==> src/rtl/line_ring_buffer_macros.svh <==
// Assertion macros shared by the line ring buffer RTL.
// Every macro samples on clk_i and is switched off while rst_ni is low.
`ifndef LINE_RING_BUFFER_MACROS_SVH
`define LINE_RING_BUFFER_MACROS_SVH

// A property that must hold at every clock edge out of reset.
`define LRB_ASSERT(name, prop, msg) \
  name: assert property (@(posedge clk_i) disable iff (!rst_ni) (prop)) else $error(msg);

// A condition that, when seen, requires a consequence in the same cycle.
`define LRB_ASSERT_IMP(name, ante, cons, msg) \
  name: assert property (@(posedge clk_i) disable iff (!rst_ni) (ante) |-> (cons)) \
    else $error(msg);

`endif

==> src/rtl/lrb_pkg.sv <==
`default_nettype none

package lrb_pkg;

  // Configuration port geometry.
  localparam int CFG_W     = 5;
  localparam int CFG_IDX_W = 2;
  localparam int FLAG_W    = 5;
  localparam int FILLO_W   = 5;

  // Register indexes on the configuration port.
  typedef enum logic [CFG_IDX_W-1:0] {
    CFG_MODE  = 2'd0,
    CFG_LINES = 2'd1,
    CFG_LEN   = 2'd2
  } cfg_idx_e;

  // Reset values of the configuration registers.
  localparam logic [1:0]       MODE_RST  = 2'd0;
  localparam logic [CFG_W-1:0] LINES_RST = 5'd16;
  localparam logic [CFG_W-1:0] LEN_RST   = 5'd16;

  // Overwrite policies.
  localparam logic [1:0] MODE_DROP_OLDEST    = 2'd0;
  localparam logic [1:0] MODE_RESTART_NEWEST = 2'd1;

  // Input action codes.
  localparam logic [2:0] ACT_PUSH      = 3'd0;
  localparam logic [2:0] ACT_COMMIT    = 3'd1;
  localparam logic [2:0] ACT_POP       = 3'd2;
  localparam logic [2:0] ACT_CLEAR     = 3'd3;
  localparam logic [2:0] ACT_CLR_FLAGS = 3'd4;

  // Consumer verdicts on a pop.
  localparam logic [1:0] VERD_DROP = 2'd1;
  localparam logic [1:0] VERD_TAKE = 2'd2;

  // Event flag bit positions.
  localparam int FLG_OVERWRITE = 0;
  localparam int FLG_FULL      = 1;
  localparam int FLG_EMPTY     = 2;
  localparam int FLG_WRAPPED   = 3;
  localparam int FLG_READY     = 4;

  typedef enum logic [1:0] {
    ST_DONE      = 2'd0,
    ST_REFUSED   = 2'd1,
    ST_NOT_READY = 2'd2,
    ST_TRUNCATED = 2'd3
  } status_e;

  // Decoded operation handed from the front to the back.
  typedef enum logic [2:0] {
    OP_PUSH      = 3'd0,
    OP_COMMIT    = 3'd1,
    OP_POP_WAIT  = 3'd2,
    OP_POP_DROP  = 3'd3,
    OP_POP_TAKE  = 3'd4,
    OP_CLEAR     = 3'd5,
    OP_CLR_FLAGS = 3'd6,
    OP_NOP       = 3'd7
  } op_e;

  typedef struct packed {
    logic [1:0]       mode;
    logic [CFG_W-1:0] lines;
    logic [CFG_W-1:0] len;
  } cfg_t;

  typedef struct packed {
    op_e               op;
    logic [7:0]        data;
    logic [FLAG_W-1:0] mask;
  } q_item_t;

  typedef struct packed {
    status_e            status;
    logic [7:0]         out_byte;
    logic               byte_valid;
    logic               last;
    logic [FILLO_W-1:0] popped_count;
    logic [FILLO_W-1:0] read_fill;
    logic [FILLO_W-1:0] write_fill;
    logic [FLAG_W-1:0]  flags;
  } res_t;

endpackage

`default_nettype wire

==> src/rtl/lrb_front.sv <==
`default_nettype none

module lrb_front import lrb_pkg::*; (
  input  wire logic        clk_i,
  input  wire logic        rst_ni,
  input  wire logic        in_valid_i,
  output logic             in_stall_o,
  input  wire logic [2:0]  action_i,
  input  wire logic [7:0]  data_byte_i,
  input  wire logic [1:0]  pop_verdict_i,
  input  wire logic [FLAG_W-1:0] flag_mask_i,
  output logic             q_valid_o,
  output q_item_t          q_item_o,
  input  wire logic        q_pop_i
);

  localparam int QDEPTH = 2;
  localparam int QCW    = $clog2(QDEPTH + 1);

  q_item_t          entry_q [QDEPTH];
  q_item_t          item;
  logic             wr_ptr_q, wr_ptr_d;
  logic             rd_ptr_q, rd_ptr_d;
  logic [QCW-1:0]   cnt_q, cnt_d;
  logic             push;

  // Classify the incoming transaction into one operation.
  always_comb begin
    item.data = data_byte_i;
    item.mask = flag_mask_i;
    unique case (action_i)
      ACT_PUSH:      item.op = OP_PUSH;
      ACT_COMMIT:    item.op = OP_COMMIT;
      ACT_POP: begin
        unique case (pop_verdict_i)
          VERD_DROP: item.op = OP_POP_DROP;
          VERD_TAKE: item.op = OP_POP_TAKE;
          default:   item.op = OP_POP_WAIT;
        endcase
      end
      ACT_CLEAR:     item.op = OP_CLEAR;
      ACT_CLR_FLAGS: item.op = OP_CLR_FLAGS;
      default:       item.op = OP_NOP;
    endcase
  end

  // Two-entry queue toward the back end.
  assign in_stall_o = (cnt_q == QCW'(QDEPTH));
  assign q_valid_o  = (cnt_q != '0);
  assign q_item_o   = entry_q[rd_ptr_q];
  assign push       = in_valid_i && !in_stall_o;

  always_comb begin
    wr_ptr_d = push ? ~wr_ptr_q : wr_ptr_q;
    rd_ptr_d = q_pop_i ? ~rd_ptr_q : rd_ptr_q;
    cnt_d    = cnt_q;
    if (push && !q_pop_i) begin
      cnt_d = cnt_q + QCW'(1);
    end else if (!push && q_pop_i) begin
      cnt_d = cnt_q - QCW'(1);
    end
  end

  always_ff @(posedge clk_i or negedge rst_ni) begin
    if (!rst_ni) begin
      wr_ptr_q <= 1'b0;
      rd_ptr_q <= 1'b0;
      cnt_q    <= '0;
    end else begin
      wr_ptr_q <= wr_ptr_d;
      rd_ptr_q <= rd_ptr_d;
      cnt_q    <= cnt_d;
    end
  end

  always_ff @(posedge clk_i) begin
    if (push) begin
      entry_q[wr_ptr_q] <= item;
    end
  end

endmodule

`default_nettype wire

==> src/rtl/lrb_back.sv <==
`default_nettype none
`include "line_ring_buffer_macros.svh"

module lrb_back import lrb_pkg::*; #(
  parameter int NUM_LINES = 16,
  parameter int LINE_LEN  = 16
) (
  input  wire logic    clk_i,
  input  wire logic    rst_ni,
  input  wire cfg_t    cfg_i,
  input  wire logic    q_valid_i,
  input  wire q_item_t q_item_i,
  output logic         q_pop_o,
  output logic         out_valid_o,
  input  wire logic    out_stall_i,
  output res_t         res_o
);

  localparam int LW    = $clog2(NUM_LINES);
  localparam int LCW   = $clog2(NUM_LINES + 1);
  localparam int FW    = $clog2(LINE_LEN + 1);
  localparam int DEPTH = NUM_LINES * LINE_LEN;
  localparam int AW    = $clog2(DEPTH);
  localparam int PW    = LCW + FW;

  // Geometry after reset, the reset register values saturated.
  localparam int RstLines = (NUM_LINES < int'(LINES_RST)) ? NUM_LINES : int'(LINES_RST);
  localparam int RstLen   = (LINE_LEN < int'(LEN_RST)) ? LINE_LEN : int'(LEN_RST);
  localparam int RstRbase = (RstLines - 1) * RstLen;

  typedef enum logic [3:0] {
    S_IDLE  = 4'b0001,
    S_FETCH = 4'b0010,
    S_EMIT  = 4'b0100,
    S_BYTES = 4'b1000
  } state_e;

  state_e            state_q, state_d;
  logic [LW-1:0]     write_q, write_d, read_q, read_d;
  logic [AW-1:0]     wbase_q, wbase_d, rbase_q, rbase_d;
  logic [FW-1:0]     wfill_q, wfill_d, rfill_q, rfill_d;
  logic [FLAG_W-1:0] flags_q, flags_d;
  logic [LCW-1:0]    geo_lines_q, geo_lines_d;
  logic [FW-1:0]     geo_len_q, geo_len_d;
  status_e           status_q, status_d;
  logic [AW-1:0]     pop_addr_q, pop_addr_d;
  logic [FW-1:0]     rd_left_q, rd_left_d, out_left_q, out_left_d;
  logic [FW-1:0]     cnt_q, cnt_d;
  logic              pend_q, pend_d;
  logic              out_valid_q, out_valid_d;
  res_t              res_q, res_d;

  logic [FW-1:0]     fill_mem [NUM_LINES];
  logic [FW-1:0]     fill_rdata_q;
  logic              fill_we, fill_re;
  logic [7:0]        store_mem [DEPTH];
  logic [7:0]        store_rdata_q;
  logic              store_we, store_re;
  logic [AW-1:0]     store_waddr, store_raddr;

  logic [LW-1:0]     next_w, next_r;
  logic [AW-1:0]     next_wb, next_rb;
  logic [LCW-1:0]    lines_sat;
  logic [FW-1:0]     len_sat;
  logic [PW-1:0]     rbase_prod;
  logic              out_free, res_load, clob, full, ovw;
  logic              adv_w, drop_r, restart_w, do_seek, append, need_fetch;
  logic              out_load, issue;

  function automatic logic [LW-1:0] next_idx(input logic [LW-1:0] idx,
                                             input logic [LCW-1:0] lines);
    logic [LCW-1:0] inc;
    inc = LCW'(idx) + LCW'(1);
    if (inc >= lines) begin
      return '0;
    end
    return LW'(inc);
  endfunction

  function automatic res_t make_res(input status_e st, input logic [7:0] b,
                                    input logic bv, input logic lst,
                                    input logic [FW-1:0] cnt, input logic [FW-1:0] rf,
                                    input logic [FW-1:0] wf,
                                    input logic [FLAG_W-1:0] fl);
    res_t r;
    r.status       = st;
    r.out_byte     = b;
    r.byte_valid   = bv;
    r.last         = lst;
    r.popped_count = FILLO_W'(cnt);
    r.read_fill    = FILLO_W'(rf);
    r.write_fill   = FILLO_W'(wf);
    r.flags        = fl;
    return r;
  endfunction

  // Neighbor lines and their base addresses in the byte store.
  assign next_w  = next_idx(write_q, geo_lines_q);
  assign next_r  = next_idx(read_q, geo_lines_q);
  assign next_wb = (next_w == '0) ? '0 : wbase_q + AW'(geo_len_q);
  assign next_rb = (next_r == '0) ? '0 : rbase_q + AW'(geo_len_q);

  // Geometry taken from the registers at a ring clear, saturated into range.
  always_comb begin
    if (cfg_i.lines < CFG_W'(2)) begin
      lines_sat = LCW'(2);
    end else if (32'(cfg_i.lines) > NUM_LINES) begin
      lines_sat = LCW'(NUM_LINES);
    end else begin
      lines_sat = LCW'(cfg_i.lines);
    end
    if (cfg_i.len == '0) begin
      len_sat = FW'(1);
    end else if (32'(cfg_i.len) > LINE_LEN) begin
      len_sat = FW'(LINE_LEN);
    end else begin
      len_sat = FW'(cfg_i.len);
    end
    rbase_prod = PW'(lines_sat - LCW'(1)) * PW'(len_sat);
  end

  assign out_free = !out_valid_q || !out_stall_i;
  assign clob     = (next_w == read_q);
  assign full     = (wfill_q >= geo_len_q);
  assign out_load = pend_q && out_free;
  assign issue    = (rd_left_q != '0) && (!pend_q || out_load);

  // Execution sequencer.
  always_comb begin
    state_d     = state_q;
    write_d     = write_q;
    read_d      = read_q;
    wbase_d     = wbase_q;
    rbase_d     = rbase_q;
    wfill_d     = wfill_q;
    rfill_d     = rfill_q;
    flags_d     = flags_q;
    geo_lines_d = geo_lines_q;
    geo_len_d   = geo_len_q;
    status_d    = status_q;
    pop_addr_d  = pop_addr_q;
    rd_left_d   = rd_left_q;
    out_left_d  = out_left_q;
    cnt_d       = cnt_q;
    pend_d      = pend_q;
    res_d       = res_q;
    res_load    = 1'b0;
    q_pop_o     = 1'b0;
    fill_we     = 1'b0;
    fill_re     = 1'b0;
    store_we    = 1'b0;
    store_re    = 1'b0;
    store_waddr = wbase_q;
    store_raddr = pop_addr_q;
    ovw         = 1'b0;
    adv_w       = 1'b0;
    drop_r      = 1'b0;
    restart_w   = 1'b0;
    do_seek     = 1'b0;
    append      = 1'b0;
    need_fetch  = 1'b0;

    unique case (state_q)
      S_IDLE: begin
        if (q_valid_i && out_free) begin
          q_pop_o    = 1'b1;
          status_d   = ST_DONE;
          rd_left_d  = '0;
          out_left_d = '0;
          unique case (q_item_i.op)
            OP_PUSH, OP_COMMIT: begin
              if (clob) begin
                flags_d[FLG_FULL] = 1'b1;
              end
              if (full) begin
                flags_d[FLG_WRAPPED] = 1'b1;
              end
              ovw = (q_item_i.op == OP_PUSH) ? (clob && full) : clob;
              if (ovw && cfg_i.mode == MODE_DROP_OLDEST) begin
                drop_r = 1'b1;
                adv_w  = 1'b1;
                flags_d[FLG_OVERWRITE] = 1'b1;
              end else if (ovw && cfg_i.mode == MODE_RESTART_NEWEST) begin
                restart_w = 1'b1;
                flags_d[FLG_OVERWRITE] = 1'b1;
              end else if (ovw) begin
                status_d = ST_REFUSED;
              end else if (q_item_i.op == OP_COMMIT || full) begin
                adv_w = 1'b1;
              end
              append = (q_item_i.op == OP_PUSH) && !(ovw && cfg_i.mode != MODE_DROP_OLDEST
                       && cfg_i.mode != MODE_RESTART_NEWEST);
              if (q_item_i.op == OP_COMMIT) begin
                flags_d[FLG_READY] = 1'b1;
              end
            end
            OP_POP_WAIT: begin
              status_d = ST_NOT_READY;
            end
            OP_POP_DROP: begin
              status_d = ST_TRUNCATED;
              do_seek  = 1'b1;
            end
            OP_POP_TAKE: begin
              cnt_d      = rfill_q;
              pop_addr_d = rbase_q;
              rd_left_d  = rfill_q;
              out_left_d = rfill_q;
              do_seek    = 1'b1;
            end
            OP_CLEAR: begin
              geo_lines_d = lines_sat;
              geo_len_d   = len_sat;
              write_d     = '0;
              read_d      = LW'(lines_sat - LCW'(1));
              wbase_d     = '0;
              rbase_d     = AW'(rbase_prod);
              wfill_d     = '0;
              rfill_d     = '0;
              flags_d     = '0;
            end
            OP_CLR_FLAGS: begin
              flags_d = flags_q & ~q_item_i.mask;
            end
            OP_NOP: begin
            end
          endcase

          // Dropping the oldest line: the new read line's fill is looked up,
          // or taken from the write line when the two are neighbors.
          if (drop_r) begin
            read_d  = next_r;
            rbase_d = next_rb;
            if (next_r == write_q) begin
              rfill_d = wfill_q;
            end else begin
              need_fetch = 1'b1;
            end
          end
          // Seek past the read line unless the ring would run empty.
          if (do_seek) begin
            rfill_d = '0;
            if (next_r == write_q) begin
              flags_d[FLG_EMPTY] = 1'b1;
            end else begin
              read_d     = next_r;
              rbase_d    = next_rb;
              need_fetch = 1'b1;
            end
          end
          // Leaving the write line stores its fill for the reader.
          if (adv_w) begin
            fill_we = 1'b1;
            write_d = next_w;
            wbase_d = next_wb;
            wfill_d = '0;
          end
          if (restart_w) begin
            wfill_d = '0;
          end
          if (append) begin
            store_we    = 1'b1;
            store_waddr = wbase_d + AW'(wfill_d);
            wfill_d     = wfill_d + FW'(1);
          end

          if (need_fetch) begin
            fill_re = 1'b1;
            state_d = S_FETCH;
          end else if (rd_left_d != '0) begin
            state_d = S_BYTES;
          end else begin
            res_load = 1'b1;
            res_d    = make_res(status_d, 8'd0, 1'b0, 1'b1, '0, rfill_d, wfill_d,
                                flags_d);
          end
        end
      end

      S_FETCH: begin
        rfill_d = fill_rdata_q;
        state_d = (out_left_q != '0) ? S_BYTES : S_EMIT;
      end

      S_EMIT: begin
        if (out_free) begin
          res_load = 1'b1;
          res_d    = make_res(status_q, 8'd0, 1'b0, 1'b1, '0, rfill_q, wfill_q, flags_q);
          state_d  = S_IDLE;
        end
      end

      S_BYTES: begin
        // Store reads run one ahead of the output register.
        if (issue) begin
          store_re   = 1'b1;
          pop_addr_d = pop_addr_q + AW'(1);
          rd_left_d  = rd_left_q - FW'(1);
        end
        pend_d = issue ? 1'b1 : (out_load ? 1'b0 : pend_q);
        if (out_load) begin
          res_load   = 1'b1;
          res_d      = make_res(ST_DONE, store_rdata_q, 1'b1, out_left_q == FW'(1), cnt_q,
                                rfill_q, wfill_q, flags_q);
          out_left_d = out_left_q - FW'(1);
          if (out_left_q == FW'(1)) begin
            state_d = S_IDLE;
          end
        end
      end

      default: begin
        state_d = S_IDLE;
      end
    endcase
  end

  // Output register.
  always_comb begin
    if (res_load) begin
      out_valid_d = 1'b1;
    end else if (out_stall_i) begin
      out_valid_d = out_valid_q;
    end else begin
      out_valid_d = 1'b0;
    end
  end

  assign out_valid_o = out_valid_q;
  assign res_o       = res_q;

  always_ff @(posedge clk_i or negedge rst_ni) begin
    if (!rst_ni) begin
      state_q     <= S_IDLE;
      write_q     <= '0;
      read_q      <= LW'(RstLines - 1);
      wbase_q     <= '0;
      rbase_q     <= AW'(RstRbase);
      wfill_q     <= '0;
      rfill_q     <= '0;
      flags_q     <= '0;
      geo_lines_q <= LCW'(RstLines);
      geo_len_q   <= FW'(RstLen);
      rd_left_q   <= '0;
      out_left_q  <= '0;
      pend_q      <= 1'b0;
      out_valid_q <= 1'b0;
    end else begin
      state_q     <= state_d;
      write_q     <= write_d;
      read_q      <= read_d;
      wbase_q     <= wbase_d;
      rbase_q     <= rbase_d;
      wfill_q     <= wfill_d;
      rfill_q     <= rfill_d;
      flags_q     <= flags_d;
      geo_lines_q <= geo_lines_d;
      geo_len_q   <= geo_len_d;
      rd_left_q   <= rd_left_d;
      out_left_q  <= out_left_d;
      pend_q      <= pend_d;
      out_valid_q <= out_valid_d;
    end
  end

  always_ff @(posedge clk_i) begin
    status_q   <= status_d;
    pop_addr_q <= pop_addr_d;
    cnt_q      <= cnt_d;
    res_q      <= res_d;
  end

  // Fill count memory for lines the writer has left.
  always_ff @(posedge clk_i) begin
    if (fill_we) begin
      fill_mem[write_q] <= wfill_q;
    end
  end

  always_ff @(posedge clk_i) begin
    if (fill_re) begin
      fill_rdata_q <= fill_mem[next_r];
    end
  end

  // Byte store.
  always_ff @(posedge clk_i) begin
    if (store_we) begin
      store_mem[store_waddr] <= q_item_i.data;
    end
  end

  always_ff @(posedge clk_i) begin
    if (store_re) begin
      store_rdata_q <= store_mem[store_raddr];
    end
  end

  // The reader and the writer never share a line.
  `LRB_ASSERT(a_lines_disjoint, read_q != write_q, "read and write line coincide")
  // Both line indices stay inside the active ring.
  `LRB_ASSERT(a_idx_range, (LCW'(write_q) < geo_lines_q) && (LCW'(read_q) < geo_lines_q),
              "line index outside the ring")
  // Fill counts never exceed the active line length.
  `LRB_ASSERT(a_fill_bound, (wfill_q <= geo_len_q) && (rfill_q <= geo_len_q),
              "line fill beyond line length")
  // A store read in flight only exists while bytes are streamed out.
  `LRB_ASSERT_IMP(a_pend_in_bytes, pend_q, state_q == S_BYTES,
                  "store read pending outside byte streaming")

endmodule

`default_nettype wire

==> src/rtl/line_ring_buffer.sv <==
// Line ring buffer: a ring of byte lines with a selectable overwrite policy.
// Input channel (in_valid_i / in_stall_o) carries one action per transaction:
// push a byte, commit the write line, pop the read line, clear the ring or
// clear event flags. Output channel (out_valid_o / out_stall_i) returns one
// result per transaction, or one result per byte for a ready pop.
// Configuration writes (cfg_valid_i / cfg_ready_o) set the overwrite mode and
// the ring geometry; geometry takes effect at reset and at a clear.
// Each result passes through the two-entry input queue and the output
// register; pushes, commits, waits and clears sustain one per cycle while the
// output is not stalled and no lookup is needed. An item that needs the fill
// count of a new read line first visits S_FETCH for the fill-count memory
// lookup. A ready pop of k bytes reads the byte store one byte ahead of the
// output register and presents one result per cycle while the output is not
// stalled; an empty line gives a single result.
// Reset empties the ring at once with the reset geometry; no clearing pass.
// A stalled result holds the output register; the two-entry input queue then
// fills and raises in_stall_o.
`default_nettype none

module line_ring_buffer import lrb_pkg::*; #(
  parameter int NUM_LINES = 16,
  parameter int LINE_LEN  = 16
) (
  input  wire logic                 clk_i,
  input  wire logic                 rst_ni,
  input  wire logic                 in_valid_i,
  output logic                      in_stall_o,
  input  wire logic [2:0]           action_i,
  input  wire logic [7:0]           data_byte_i,
  input  wire logic [1:0]           pop_verdict_i,
  input  wire logic [FLAG_W-1:0]    flag_mask_i,
  output logic                      out_valid_o,
  input  wire logic                 out_stall_i,
  output logic [1:0]                status_o,
  output logic [7:0]                out_byte_o,
  output logic                      byte_valid_o,
  output logic                      last_o,
  output logic [FILLO_W-1:0]        popped_count_o,
  output logic [FILLO_W-1:0]        read_line_fill_o,
  output logic [FILLO_W-1:0]        write_line_fill_o,
  output logic [FLAG_W-1:0]         flags_o,
  input  wire logic                 cfg_valid_i,
  output logic                      cfg_ready_o,
  input  wire logic [CFG_IDX_W-1:0] cfg_index_i,
  input  wire logic [CFG_W-1:0]     cfg_data_i
);

  cfg_t    cfg_q;
  logic    q_valid, q_pop;
  q_item_t q_item;
  res_t    res;

  // Configuration registers, always ready.
  assign cfg_ready_o = 1'b1;

  always_ff @(posedge clk_i or negedge rst_ni) begin
    if (!rst_ni) begin
      cfg_q.mode  <= MODE_RST;
      cfg_q.lines <= LINES_RST;
      cfg_q.len   <= LEN_RST;
    end else if (cfg_valid_i && cfg_ready_o) begin
      unique case (cfg_index_i)
        CFG_MODE:  cfg_q.mode  <= cfg_data_i[1:0];
        CFG_LINES: cfg_q.lines <= cfg_data_i;
        CFG_LEN:   cfg_q.len   <= cfg_data_i;
        default: begin
        end
      endcase
    end
  end

  lrb_front u_front (
    .clk_i         (clk_i),
    .rst_ni        (rst_ni),
    .in_valid_i    (in_valid_i),
    .in_stall_o    (in_stall_o),
    .action_i      (action_i),
    .data_byte_i   (data_byte_i),
    .pop_verdict_i (pop_verdict_i),
    .flag_mask_i   (flag_mask_i),
    .q_valid_o     (q_valid),
    .q_item_o      (q_item),
    .q_pop_i       (q_pop)
  );

  lrb_back #(
    .NUM_LINES (NUM_LINES),
    .LINE_LEN  (LINE_LEN)
  ) u_back (
    .clk_i       (clk_i),
    .rst_ni      (rst_ni),
    .cfg_i       (cfg_q),
    .q_valid_i   (q_valid),
    .q_item_i    (q_item),
    .q_pop_o     (q_pop),
    .out_valid_o (out_valid_o),
    .out_stall_i (out_stall_i),
    .res_o       (res)
  );

  // Result fields onto their ports.
  assign status_o          = res.status;
  assign out_byte_o        = res.out_byte;
  assign byte_valid_o      = res.byte_valid;
  assign last_o            = res.last;
  assign popped_count_o    = res.popped_count;
  assign read_line_fill_o  = res.read_fill;
  assign write_line_fill_o = res.write_fill;
  assign flags_o           = res.flags;

endmodule

`default_nettype wire
==> config.mk <==
export PLATFORM = sky130hd
export DESIGN_NAME = line_ring_buffer
export DESIGN_NICKNAME = d
export VERILOG_FILES = /design/src/rtl/lrb_pkg.sv /design/src/rtl/lrb_front.sv /design/src/rtl/lrb_back.sv /design/src/rtl/line_ring_buffer.sv
export VERILOG_INCLUDE_DIRS = /design/src /design/src/rtl
export SDC_FILE = /design/constraint.sdc
export NUM_CORES = 2
export LEC_CHECK = 0
export BUFFER_PORTS_ARGS = -buffer_cell sky130_fd_sc_hd__buf_2
export CORE_MARGIN = 1
export CORE_UTILIZATION = 50
export DETAILED_ROUTE_END_ITERATION = 6
export PLACE_DENSITY = 0.65
export SYNTH_ARGS = -nofsm -noshare
export SYNTH_HDL_FRONTEND = slang
export SYNTH_HIERARCHICAL = 1
export SYNTH_SLANG_ARGS = --single-unit
==> constraint.sdc <==
create_clock -name clk_i -period 7.4 [get_ports clk_i]
set_clock_uncertainty 0.15 [all_clocks]
set_input_delay 0.74 -clock clk_i [delete_from_list [all_inputs] [get_ports clk_i]]
set_output_delay 0.74 -clock clk_i [all_outputs]
set_load 0.02 [all_outputs]
==> impl_metrics.csv <==
group,metric,value,unit
outcome,status,"finished clean",
clocking,cts_tree,"built",
logic_synthesis,avgSynthCellArea,17.77,µm²
worst_setup_path,max_stage_delay,0.84,ns
timing,grt_setup_unrepaired,"no",
global_route,grt_pass1_vias,51150,
routing,vias,52540,
worst_setup_path,crit_family,"simple AND/OR/NAND/NOR gates",
power,worst_ir_drop_vdd,0.2909,mV
logic_synthesis,syn_inst,5269,
die,chipWidth,434.7,µm
clocking,cts_max_level,4,
timing,hold-worst-slack,0.08062,ns
final_layout,mostFrequentLayoutCells,"edfxtp_1 (2220), mux2i_1 (488), buf_4 (328)",
worst_setup_path,reg2reg_from,"u_back/write_q[0]",
clocking,cts-root-buf,"clkbuf_16",
placed_design,pre_cts_ws,-0.03757,ns
logic_synthesis,ys_types,80,
die,boundaryPins,65,
logic_synthesis,ys_seq_area_frac,0.7339,
worst_setup_path,worstPathRequired,7.83,ns
logic_synthesis,synth_warnings,6,
timing,fmax,0.1395,GHz
worst_setup_path,crit_cells,21,
worst_setup_path,r2r_cells,21,
worst_setup_path,start_kind,"flop",
worst_setup_path,path_class,"reg -> reg",
die,core_area,185600,µm²
clocking,clock-sinks,2301,
routing,routed_via_density,6.335,
logic_synthesis,synth-seq-cells,2301,
routing,drt_iter0_markers,5985,
routing,routed_wl,243.5,mm
timing,period_needed,7.171,ns
worst_setup_path,critPathBufInv,3,
global_route,grt_usage,0.2586,
logic_synthesis,synth_area,93610,µm²
global_route,grt_overflow,0,
die,start_util,0.5043,
placed_design,portBuffers,63,
worst_setup_path,cp_cell_sequence,"ha_2 > xor2_2 > ha_1 > a21o_1 > a31oi_2 > o211ai_1 > xor2_1 > nand3_1 > nor3_1 > a31oi_1 > and2_1 > ha_1 > fa_1 > xor2_1 > nand2_1 > nor2_1 > buf_4 > nand2_1 > buf_4 > nor4_1 > buf_4",
timing,worst_pin_slew,1.371,ns
timing,drv_slew,0,
worst_setup_path,cp-startpoint,"u_back/write_q[0]",
worst_hold_path,hp-class,"in -> reg",
routing,drcViolationCount,0,
worst_setup_path,crit_end,"u_back/store_mem[103][0]",
placed_design,gp_congestion,0.8911,
worst_setup_path,critical_path.max_fanout,8,
worst_setup_path,worstSetupEndpointType,"flop",
final_layout,drive_above_1_share,0.2196,
worst_setup_path,rrSetupSlack,0.23,ns
worst_setup_path,r2r-end,"u_back/store_mem[103][0]",
final_layout,layout_commonest_cell,"edfxtp_1",
die,die_h,434.7,µm
routing,wl_per_cell,29.36,µm
power,power,39.69,mW
timing,layout_setup_ws,0.2291,ns
logic_synthesis,synth_ff_type,"edfxtp_1",
clocking,cts_buffers,225,
final_layout,area_growth,15.44,%
clocking,insertion_delay,0.89,ns
die,die-area,189000,µm²
placed_design,hpwlAfterDp,148.5,mm
logic_synthesis,async_reset_ff_frac,0.03520,
routing,ant_nets,0,
final_layout,finalNetCount,5714,
timing,fin_tns_setup,0,ns
routing,first_pass_iters,6,
logic_synthesis,synth_edf_count,2220,
worst_setup_path,crit_top_cell,"buf_4",
timing,fin_crit_sh,0.9690,
run,drv_cap,0,
timing,hold_viol,0,
worst_setup_path,critical-path-slowest-cell,"nor2_1",
worst_setup_path,cp.arrival,7.60,ns
clocking,clockBufferDepth,3,
die,rows,158,
global_route,grt_max_degree,165,
power,power_density,367.2,nW/µm²
timing,finalSetupViolCount,0,
global_route,antenna_found_initial,9,
global_route,grt_pass1_wl,355.6,mm
power,leakage,35.95,nW
timing,relSlewSlack,0.08624,
clocking,clk_pin_slew,0.06,ns
## timing repair
item | CTS | global route
hold endpoints to repair | 58 | 0
gates resized for setup | 4 | 55
hold buffers | 22 | 0
setup endpoints to repair | 89 | 967
gates cloned | 0 | 1
pin swaps | 1 | 9
setup buffers | 3 | 4
## worst register-to-register path: stages (launching register included)
cell and delay [ns]:
dfrtp_1 0.48, ha_2 0.31, xor2_2 0.23, ha_1 0.29
a21o_1 0.20, a31oi_2 0.29, o211ai_1 0.17, xor2_1 0.26
nand3_1 0.18, nor3_1 0.33, a31oi_1 0.18, and2_1 0.22
ha_1 0.22, fa_1 0.50, xor2_1 0.51, nand2_1 0.16
nor2_1 0.84, buf_4 0.33, nand2_1 0.22, buf_4 0.31
nor4_1 0.26, buf_4 0.25
## final cells by class
class	count	area (µm²)
Multi-Input combinational cell	2580	24370
Timing Repair Buffer	451	3759
Sequential cell	2301	68710
Tap cell	2480	3103
Clock inverter	163	2122
Clock buffer	260	5782
Inverter	56	212.7
Fill cell	13640	77560
Antenna cell	3	7.507
## metrics by stage
step	util	instances	area [µm²]
CTS	0.5798	8286	107600
global route	0.5821	8292	108100
finish	0.5822	8294	108100
detailed placement	0.5356	7838	99420
global placement	0.5356	7837	99420
floorplan	-	5270	93620
## logic make-up after synthesis
logic type	after synthesis	synth area share
DFF	2301	0.7339
xor gates and xnor gates	46	0.004384
buffers and inverters	390	0.01667
and+or+nand+nor	807	0.04129
AOI/OAI and AO/OA	807	0.05916
muxes	846	0.1341
adders and majority gates	69	0.01034
other	3	0.0001203
## cell usage after synthesis, drive strengths merged (5+ instances only)
| cell type | number | area, µm² |
|---|---|---|
| inv | 55 | 206.5 |
| nand2 | 291 | 1092 |
| xnor2 | 32 | 280.3 |
| o22ai | 141 | 882.1 |
| o211ai | 6 | 50.05 |
| a221oi | 8 | 70.07 |
| a31oi | 12 | 81.33 |
| edfxtp | 2220 | 66660 |
| ha | 55 | 688.2 |
| o21ai | 102 | 510.5 |
| o221ai | 241 | 2111 |
| nor2b | 10 | 62.56 |
| a22o | 11 | 96.34 |
| mux2 | 38 | 461.7 |
| a22oi | 8 | 60.06 |
| buf | 117 | 535.5 |
| or2 | 7 | 43.79 |
| dfrtp | 68 | 1702 |
| and2 | 29 | 181.4 |
| mux2i | 488 | 4885 |
| nand4 | 5 | 31.28 |
| a211oi | 11 | 92.58 |
| o21bai | 5 | 37.54 |
| nand2b | 19 | 118.9 |
| or3 | 6 | 37.54 |
| xor2 | 14 | 130.1 |
| o31ai | 10 | 107.6 |
| nand3 | 34 | 170.2 |
| nor3 | 135 | 675.7 |
| mux4 | 320 | 7207 |
| a21o | 17 | 127.6 |
| fa | 14 | 280.3 |
| nor2 | 114 | 427.9 |
| and3 | 10 | 62.56 |
| a21oi | 201 | 1006 |
| a32oi | 6 | 52.55 |
| nand3b | 8 | 60.06 |
| nor4 | 127 | 794.5 |
| dfstp | 13 | 341.6 |
| clkbuf | 217 | 814.5 |
## sequential cells by signal, indices dropped and copies added, names as in the netlist, 8 cells and up
name	count
u_back/wbase_q	8
u_back/store_rdata_q	8
u_back/res_o	32
u_back/pop_addr_q	8
u_back/fill_mem	80
cfg_q	12
u_back/store_mem	2048
u_back/rbase_q	8
u_front/entry_q	32
## layer usage
metal | part of all wire | track usage
met5 | 0.00011 | 0
met4 | 0.039 | 0.09934
met3 | 0.078 | 0.04150
met2 | 0.47 | 0.4046
met1 | 0.41 | 0.3671
## worst min path at each step
stage | startpoint | endpoint | depth (start not counted)
6_report | action_i[1] | u_front/entry_q[1][13] | 2
5_1_grt | action_i[1] | u_front/entry_q[0][13] | 2
4_1_cts | action_i[1] | u_front/entry_q[1][13] | 2
3_5_place_dp | u_back/geo_lines_q[1] | u_back/geo_lines_q[1] | 2
3_3_place_gp | u_back/geo_lines_q[1] | u_back/geo_lines_q[1] | 2
2_1_floorplan | rst_ni | cfg_q[0] | 0
## power by group
group,leakage (nW),switching (mW),internal (mW)
combinational,11.1,7.59,3.36
clock,3.82,5.01,7.07
sequential,21.0,0.345,16.3
total,36.0,13.0,26.7
Power figures use the tool's default switching activity.
